<file path="src/rtl/uts_pkg.sv">
// shared types and constants for the unaligned transfer splitter
`timescale 1ns / 1ps

package uts_pkg;

  localparam int unsigned MAX_RESULTS = 40;
  localparam int unsigned N_W         = $clog2(MAX_RESULTS);
  localparam int unsigned BULK_CAP    = 256;

  localparam logic [1:0] CMD_WRITE = 2'd1;
  localparam logic [1:0] CMD_READ  = 2'd3;

  localparam logic [3:0]  MASK_RESET  = 4'hf;
  localparam logic [15:0] BE_FULL     = 16'hffff;
  localparam logic [6:0]  SMALL_WORDS = 7'd4;

  typedef struct packed {
    logic [8:0]  bytes;
    logic [6:0]  words;
    logic [15:0] be;
    logic        bulk;
  } chunk_t;

  typedef struct packed {
    logic [31:0] aligned_offset;
    logic [8:0]  chunk_bytes;
    logic [6:0]  length_words;
    logic [15:0] byte_enable;
    logic [1:0]  command_code;
    logic        is_bulk;
    logic        error;
    logic        last;
  } desc_t;

endpackage

</file>
<file path="src/rtl/uts_chunk.sv">
// chunk size unit: picks the largest aligned chunk for the current position
`timescale 1ns / 1ps

module uts_chunk
  import uts_pkg::*;
#(
  parameter int unsigned REM_W = 9
) (
  input  logic [31:0]      off,
  input  logic [REM_W-1:0] rem,
  input  logic [3:0]       pos,
  input  logic [3:0]       mask,
  output chunk_t           ck
);

  logic [31:0] rem32;
  logic [8:0]  bulk_bytes;

  assign rem32      = 32'(rem);
  assign bulk_bytes = (rem32 >= 32'(BULK_CAP)) ? 9'(BULK_CAP) : {1'b0, rem32[7:4], 4'b0000};

  always_comb begin
    if (rem32 >= 32'd16 && off[3:0] == 4'd0 && (pos & mask) == 4'd0) begin
      ck.bytes = bulk_bytes;
      ck.words = bulk_bytes[8:2];
      ck.be    = BE_FULL;
      ck.bulk  = 1'b1;
    end else if (rem32 >= 32'd8 && off[2:0] == 3'd0) begin
      ck.bytes = 9'd8;
      ck.words = SMALL_WORDS;
      ck.be    = 16'(16'h00ff << {off[3], 3'b000});
      ck.bulk  = 1'b0;
    end else if (rem32 >= 32'd4 && off[1:0] == 2'd0) begin
      ck.bytes = 9'd4;
      ck.words = SMALL_WORDS;
      ck.be    = 16'(16'h000f << {off[3:2], 2'b00});
      ck.bulk  = 1'b0;
    end else if (rem32 >= 32'd2 && off[0] == 1'b0) begin
      ck.bytes = 9'd2;
      ck.words = SMALL_WORDS;
      ck.be    = 16'(16'h0003 << {off[3:1], 1'b0});
      ck.bulk  = 1'b0;
    end else begin
      ck.bytes = 9'd1;
      ck.words = SMALL_WORDS;
      ck.be    = 16'(16'h0001 << off[3:0]);
      ck.bulk  = 1'b0;
    end
  end

endmodule

</file>
<file path="src/rtl/uts_seq.sv">
// sequencer: walks one request through the chunk unit, one descriptor per step
`timescale 1ns / 1ps

module uts_seq
  import uts_pkg::*;
#(
  parameter int unsigned REM_W = 9
) (
  input  logic             clk,
  input  logic             rst_n,
  input  logic             start,
  input  logic             start_err,
  input  logic [31:0]      start_off,
  input  logic [REM_W-1:0] start_rem,
  input  logic [3:0]       start_pos,
  input  logic [1:0]       start_cmd,
  input  logic [3:0]       mask,
  input  logic             out_ready,
  output logic             idle,
  output logic             out_valid,
  output desc_t            out_desc
);

  typedef enum logic [1:0] {
    ST_IDLE = 2'b01,
    ST_RUN  = 2'b10
  } state_t;

  state_t           state_r, state_nxt;
  logic [31:0]      off_r, off_nxt;
  logic [REM_W-1:0] rem_r, rem_nxt;
  logic [3:0]       pos_r, pos_nxt;
  logic [1:0]       cmd_r, cmd_nxt;
  logic             err_r, err_nxt;
  logic [N_W-1:0]   n_r, n_nxt;
  logic             out_valid_r, out_valid_nxt;
  desc_t            desc_r, desc_nxt;

  chunk_t           ck;
  logic             out_free;
  logic             step;
  logic [REM_W-1:0] rem_after;
  logic             last_c;

  uts_chunk #(.REM_W(REM_W)) u_chunk (
    .off  (off_r),
    .rem  (rem_r),
    .pos  (pos_r),
    .mask (mask),
    .ck   (ck)
  );

  assign out_free  = !out_valid_r || out_ready;
  assign step      = (state_r == ST_RUN) && out_free;
  assign rem_after = rem_r - REM_W'(ck.bytes);
  assign last_c    = (rem_after == '0) || (n_r == N_W'(MAX_RESULTS - 1));

  always_comb begin
    state_nxt     = state_r;
    off_nxt       = off_r;
    rem_nxt       = rem_r;
    pos_nxt       = pos_r;
    cmd_nxt       = cmd_r;
    err_nxt       = err_r;
    n_nxt         = n_r;
    desc_nxt      = desc_r;
    out_valid_nxt = out_valid_r;

    if (out_ready) begin
      out_valid_nxt = 1'b0;
    end

    case (state_r)
      ST_IDLE: begin
        if (start) begin
          off_nxt   = start_off;
          rem_nxt   = start_rem;
          pos_nxt   = start_pos;
          cmd_nxt   = start_cmd;
          err_nxt   = start_err;
          n_nxt     = '0;
          state_nxt = ST_RUN;
        end
      end
      ST_RUN: begin
        if (step) begin
          out_valid_nxt = 1'b1;
          if (err_r) begin
            desc_nxt       = '0;
            desc_nxt.error = 1'b1;
            desc_nxt.last  = 1'b1;
            state_nxt      = ST_IDLE;
          end else begin
            desc_nxt.aligned_offset = {off_r[31:4], 4'b0000};
            desc_nxt.chunk_bytes    = ck.bytes;
            desc_nxt.length_words   = ck.words;
            desc_nxt.byte_enable    = ck.be;
            desc_nxt.command_code   = cmd_r;
            desc_nxt.is_bulk        = ck.bulk;
            desc_nxt.error          = 1'b0;
            desc_nxt.last           = last_c;
            off_nxt = off_r + 32'(ck.bytes);
            rem_nxt = rem_after;
            pos_nxt = pos_r + ck.bytes[3:0];
            n_nxt   = n_r + N_W'(1);
            if (last_c) begin
              state_nxt = ST_IDLE;
            end
          end
        end
      end
      default: begin
        state_nxt = ST_IDLE;
      end
    endcase
  end

  always_ff @(posedge clk) begin
    if (!rst_n) begin
      state_r     <= ST_IDLE;
      err_r       <= 1'b0;
      n_r         <= '0;
      out_valid_r <= 1'b0;
    end else begin
      state_r     <= state_nxt;
      err_r       <= err_nxt;
      n_r         <= n_nxt;
      out_valid_r <= out_valid_nxt;
    end
  end

  always_ff @(posedge clk) begin
    off_r  <= off_nxt;
    rem_r  <= rem_nxt;
    pos_r  <= pos_nxt;
    cmd_r  <= cmd_nxt;
    desc_r <= desc_nxt;
  end

  assign idle      = (state_r == ST_IDLE);
  assign out_valid = out_valid_r;
  assign out_desc  = desc_r;

endmodule

</file>
<file path="src/rtl/unaligned_transfer_splitter_top.sv">
// Splits a read or write request into naturally aligned chunk descriptors, largest
// aligned chunk at each step; bulk chunks are multiples of 16 bytes up to 256 and
// need an aligned offset and a buffer position clear under buffer_align_mask. The
// input is taken while the sequencer is idle; the shared chunk unit then produces
// one descriptor per cycle while the output side takes them, so a request holds the
// input until its last descriptor is issued (at most 40 descriptors). A count above
// MAX_BYTES gives one error descriptor, and a zero count gives nothing and frees the
// input at once. The output register holds a finished descriptor until it is taken;
// the sequencer does not step on while a descriptor waits untaken.
`timescale 1ns / 1ps

module unaligned_transfer_splitter_top
  import uts_pkg::*;
#(
  parameter int unsigned MAX_BYTES = 256
) (
  input  logic        clk,
  input  logic        rst_n,
  // request stream
  input  logic        in_tvalid,
  output logic        in_tready,
  input  logic [71:0] in_tdata,   // start_offset, byte_count, buffer_low_bits, zero pad
  input  logic        in_tuser,   // operation
  // descriptor stream
  output logic        out_tvalid,
  input  logic        out_tready,
  output logic [71:0] out_tdata,  // aligned_offset, chunk_bytes, length_words,
                                  // byte_enable, command_code, zero pad
  output logic [1:0]  out_tuser,  // is_bulk, error
  output logic        out_tlast,
  // configuration
  input  logic        cfg_psel,
  input  logic        cfg_penable,
  input  logic        cfg_pwrite,
  input  logic [2:0]  cfg_paddr,
  input  logic [31:0] cfg_pwdata,
  output logic [31:0] cfg_prdata,
  output logic        cfg_pready
);

  localparam int unsigned REM_W = $clog2(MAX_BYTES + 1);

  logic [3:0]  mask_r, mask_nxt;
  logic        cfg_wr;
  logic        in_acc;
  logic [31:0] in_off;
  logic [31:0] in_count;
  logic [3:0]  in_pos;
  logic        start;
  logic        start_err;
  logic        idle;
  desc_t       desc;

  // configuration register
  assign cfg_pready = 1'b1;
  assign cfg_wr     = cfg_psel && cfg_penable && cfg_pwrite && cfg_pready;
  assign mask_nxt   = (cfg_wr && cfg_paddr[2] == 1'b0) ? cfg_pwdata[3:0] : mask_r;
  assign cfg_prdata = (cfg_paddr[2] == 1'b0) ? {28'd0, mask_r} : 32'd0;

  always_ff @(posedge clk) begin
    if (!rst_n) begin
      mask_r <= MASK_RESET;
    end else begin
      mask_r <= mask_nxt;
    end
  end

  // request unpacking
  assign in_off    = in_tdata[31:0];
  assign in_count  = in_tdata[63:32];
  assign in_pos    = in_tdata[67:64];
  assign in_tready = idle;
  assign in_acc    = in_tvalid && in_tready;
  assign start     = in_acc && (in_count != 32'd0);
  assign start_err = in_count > 32'(MAX_BYTES);

  uts_seq #(.REM_W(REM_W)) u_seq (
    .clk       (clk),
    .rst_n     (rst_n),
    .start     (start),
    .start_err (start_err),
    .start_off (in_off),
    .start_rem (REM_W'(in_count)),
    .start_pos (in_pos),
    .start_cmd (in_tuser ? CMD_WRITE : CMD_READ),
    .mask      (mask_r),
    .out_ready (out_tready),
    .idle      (idle),
    .out_valid (out_tvalid),
    .out_desc  (desc)
  );

  assign out_tdata = {6'd0, desc.command_code, desc.byte_enable, desc.length_words,
                      desc.chunk_bytes, desc.aligned_offset};
  assign out_tuser = {desc.error, desc.is_bulk};
  assign out_tlast = desc.last;

  // an error descriptor always closes its request
  a_err_last: assert property (@(posedge clk) disable iff (!rst_n)
    out_tvalid && out_tuser[1] |-> out_tlast)
    else $error("error descriptor without last");

  // a nonzero request holds off the next one
  a_busy_after_start: assert property (@(posedge clk) disable iff (!rst_n)
    in_tvalid && in_tready && in_tdata[63:32] != 32'd0 |=> !in_tready)
    else $error("request accepted while previous one in progress");

  // a chunk descriptor carries a valid command and a nonzero size
  a_chunk_fields: assert property (@(posedge clk) disable iff (!rst_n)
    out_tvalid && !out_tuser[1] |->
      (out_tdata[65:64] == CMD_WRITE || out_tdata[65:64] == CMD_READ) &&
      out_tdata[40:32] != 9'd0)
    else $error("malformed chunk descriptor");

endmodule
</file>
<file path="config.mk">
export PLATFORM = sky130hd
export DESIGN_NAME = unaligned_transfer_splitter_top
export DESIGN_NICKNAME = d
export VERILOG_FILES = /design/src/rtl/uts_pkg.sv /design/src/rtl/uts_chunk.sv /design/src/rtl/uts_seq.sv /design/src/rtl/unaligned_transfer_splitter_top.sv
export SDC_FILE = /design/constraint.sdc
export NUM_CORES = 1
export LEC_CHECK = 0
export BUFFER_PORTS_ARGS = -buffer_cell sky130_fd_sc_hd__buf_2
export CAP_MARGIN = 10
export CORE_ASPECT_RATIO = 0.6
export CORE_MARGIN = 8
export CORE_UTILIZATION = 41
export CTS_CLUSTER_SIZE = 25
export DETAILED_ROUTE_END_ITERATION = 8
export PLACE_DENSITY = 0.8
export SKIP_CTS_REPAIR_TIMING = 1
export SYNTH_ARGS = -nofsm -noshare
export SYNTH_HDL_FRONTEND = slang
export SYNTH_SLANG_ARGS = --single-unit
</file>
<file path="constraint.sdc">
create_clock -name clk -period 3.8 [get_ports clk]
set_input_delay 0.38 -clock clk [delete_from_list [all_inputs] [get_ports clk]]
set_output_delay 0.38 -clock clk [all_outputs]
set_load 0.02 [all_outputs]
</file>
==> flow_summary.toml <==
[outcome]
outcome = "finished with violations"
failed_checks = "setup timing"

[hold_path]
min_to = "mask_r[1]$_SDFFE_PN1P_"
hold_start = "cfg_pwdata[1]"
hold_class = "in2reg"
holdPathStages = 3

[worst_setup_path]
critPathKind = "reg2reg"
crit_path_end_kind = "flip-flop"
r2r-start = "u_seq.rem_r[6]$_DFFE_PP_"
r2r_end = "u_seq.off_r[18]$_DFFE_PP_"
startpoint_type = "flip-flop"
crit_path_max_fanout = 6
cp_data_required_time_ns = 3.93
regToRegSetupSlack_ns = -0.0005
critPathArrivalTime_ns = 3.93
reg2regPathDepth = 16

[logic_synthesis]
yosysMostFrequentCell = "edfxtp_1"
synthArstFlopShare = 0
synth_top_area_cell = "edfxtp_1"
seq_area_frac_synth = 0.501
synth_edf_count = 105
ys_types = 60
syn_area_per_cell_sq_um = 10.1
synth.area.top_cells = "edfxtp_1 (46%), buf_4 (4.9%), nand2_1 (4.7%), dfxtp_1 (4.1%), ha_1 (4.0%)"
syn_area_sq_um = 6860
ys_seq_elements = 119
synthCells = 677
yosys_warnings = 0
ys.flop_type = "edfxtp_1"
ys_top_cells_by_count = "edfxtp_1 (105), nand2_1 (85), o21ai_0 (48)"
synth_top_area_frac = 0.460

[clock_network]
tritoncts = "built"
cts-buffers-inserted = 17
root_buffer = "clkbuf_16"
clock_path_buffers = 2
cts.sinks = 119
clock_latency_ns = 0.41
clk_pin_slew_ns = 0.06
htree_levels = 4

[power_and_ir_drop]
p_leak_uw = 0.00365
p_per_area_nw_per_um2 = 433
ir_worst_vdd_v = 0.000289

[grt]
grt_pass1_wl_mm = 29.2
overflow = 0
grt_usage = 0.175
grt_pass1_vias = 5608
antenna_found_initial = 2
grt_max_degree = 58

[route]
drt_first_iter_violations = 514
viasPerCell = 5.13
vias = 5673
drcViolationCount = 0
wl_per_cell_microns = 17.5
firstDrtPassIters = 5
drt-total-wl_mm = 19.4
ant_nets = 0

[sta]
worst_pin_slew_ns = 1.14
fmax_mhz = 263
finalSetupViolCount = 1
fin_crit_ns = 3.80
hold_violations = 0
setup_ws_ns = -0.000491
min_period_over_period = 1.00
slew_viol_final = 0
skew_ns = 0.0129
rsz0062_at_grt = "yes"
slew_headroom = 0.243

[die]
die_area_sq_um = 21300
initial_utilization = 0.421
io_pins = 225
dieHeight_microns = 116
fp.dieW_microns = 183
rows = 36
core-area_sq_um = 16300

[place]
dpl_cell_area_sq_um = 7970
post-dp-hpwl_mm = 14.0
dp_slack_ns = -0.182
finalWeightedCongestion = 0.885
placement.io_buffers = 149

[final_layout]
final_area_sq_um = 8890
nNetsFinal = 1005
areaGrowthSynthToFinish_pct = 29.6
diodes = 0
drive_above_1_share = 0.327

[job]
cap_violations = 0
## area by class of cell
| cell class | count | area [sq um] |
|---|---|---|
| inverters | 29 | 109 |
| repair buffers | 205 | 1180 |
| fillers | 1494 | 7420 |
| clock inverters | 14 | 183 |
| clock buffers | 18 | 429 |
| well taps | 228 | 285 |
| flip-flops and latches | 119 | 3430 |
| multi-input cells | 493 | 3270 |
## cell usage in the layout (no fill, tap or decap), types with 4 or more instances in the layout
cell type and count:
buf_2 149, edfxtp_1 105, nand2_1 85, buf_4 52
conb_1 41, o21ai_0 40, nor2b_1 33, nor2_1 31
inv_1 27, a21oi_1 27, xnor2_1 20, ha_1 18
clkbuf_16 17, nand3_1 15, xor2_1 15, nor3_1 13
dfxtp_1 13, a21o_1 8, nor4_1 7, and3_1 7
nand4_1 6, mux2i_1 6, o21ai_1 6, o211ai_1 6
and2_1 6, o21a_1 5, o31ai_1 5, a211oi_2 5
o2111ai_2 5, or4_4 4, or3_1 4, a31oi_1 4
a211oi_1 4, bufinv_16 4, buf_6 4
## worst max-delay path, stage by stage, from the launching register on
cell       delay (ns)
edfxtp_1         0.39
or4_4            0.59
buf_6            0.15
or3_4            0.35
nor2_4           0.14
nor3_2           0.06
o21ai_1          0.15
inv_1            0.13
ha_4             0.26
buf_4            0.14
nor2b_4          0.13
o2111ai_2        0.22
a41oi_2          0.18
buf_6            0.19
o211ai_1         0.20
xor2_1           0.18
o21ai_1          0.09
## through the flow
step | hold slack [ns] | util | instances | total power, uW | setup TNS (ns)
2_1_floorplan | 0.406 | - | 716 | 1950 | -0.00464
3_5_place_dp | 0.489 | 0.489 | 1069 | 2130 | -2.32
4_1_cts | 0.171 | 0.526 | 1101 | 3820 | -3.08
3_3_place_gp | 0.488 | 0.489 | 1069 | 2110 | -0.484
5_1_grt | 0.183 | 0.545 | 1106 | 3990 | -0.860
6_report | 0.185 | 0.545 | 1106 | 3840 | -0.000491
## registers in the layout, summed over array words and instances, names as in the netlist
| signal | count |
|---|---|
| u_seq.state_r | 2 |
| u_seq.n_r | 6 |
| u_seq.out_desc | 59 |
| u_seq.off_r | 32 |
| u_seq.cmd_r | 1 |
| u_seq.rem_r | 9 |
| u_seq.out_valid | 1 |
| u_seq.pos_r | 4 |
| u_seq.err_r | 1 |
| mask_r | 4 |
## power breakdown
group	leakage, uW	total (uW)	switching (uW)	internal (uW)
Sequential	0.00108	1570	63.9	1510
Combinational	0.00229	587	350	238
Clock	0.000291	1680	594	1090
Total	0.00365	3840	1010	2840
## metal layers
layer | wire (microns) | GRT usage | vias to the layer above | share of wire
met1 | 8980 | 0.239 | 2694 | 0.46
met3 | 1550 | 0.0534 | 14 | 0.080
li1 | - | - | 2741 | -
met5 | 27 | 0 | - | 0.0014
met4 | 97 | 0.0351 | 4 | 0.0050
met2 | 8730 | 0.272 | 220 | 0.45
## kinds of logic (layout without fill, tap and decap cells)
group,after synthesis,after routing,share of synthesized area
DFF,119,119,0.501
muxes,7,7,0.0104
adders and majority gates,25,25,0.0489
xor gates and xnor gates,36,36,0.0460
other,2,41,0.00110
AOI/OAI and AO/OA,143,143,0.131
buffers and inverters,104,266,0.0826
and+or+nand+nor,241,241,0.179
## worst max-delay path by stage
stage / start / endpoint / slack [ns]
after floorplan: u_seq.rem_r[5]$_DFFE_PP_ / u_seq.off_r[28]$_DFFE_PP_ / -0.005
after global placement: u_seq.rem_r[5]$_DFFE_PP_ / u_seq.off_r[16]$_DFFE_PP_ / -0.07
after detailed placement: u_seq.rem_r[5]$_DFFE_PP_ / u_seq.state_r[1]$_SDFFE_PN0P_ / -0.18
after CTS: u_seq.rem_r[5]$_DFFE_PP_ / u_seq.state_r[1]$_SDFFE_PN0P_ / -0.21
after global routing: u_seq.rem_r[6]$_DFFE_PP_ / u_seq.off_r[18]$_DFFE_PP_ / -0.1
final: u_seq.rem_r[6]$_DFFE_PP_ / u_seq.off_r[18]$_DFFE_PP_ / -0.0005
No activity file was read; power rests on OpenSTA's default activity.
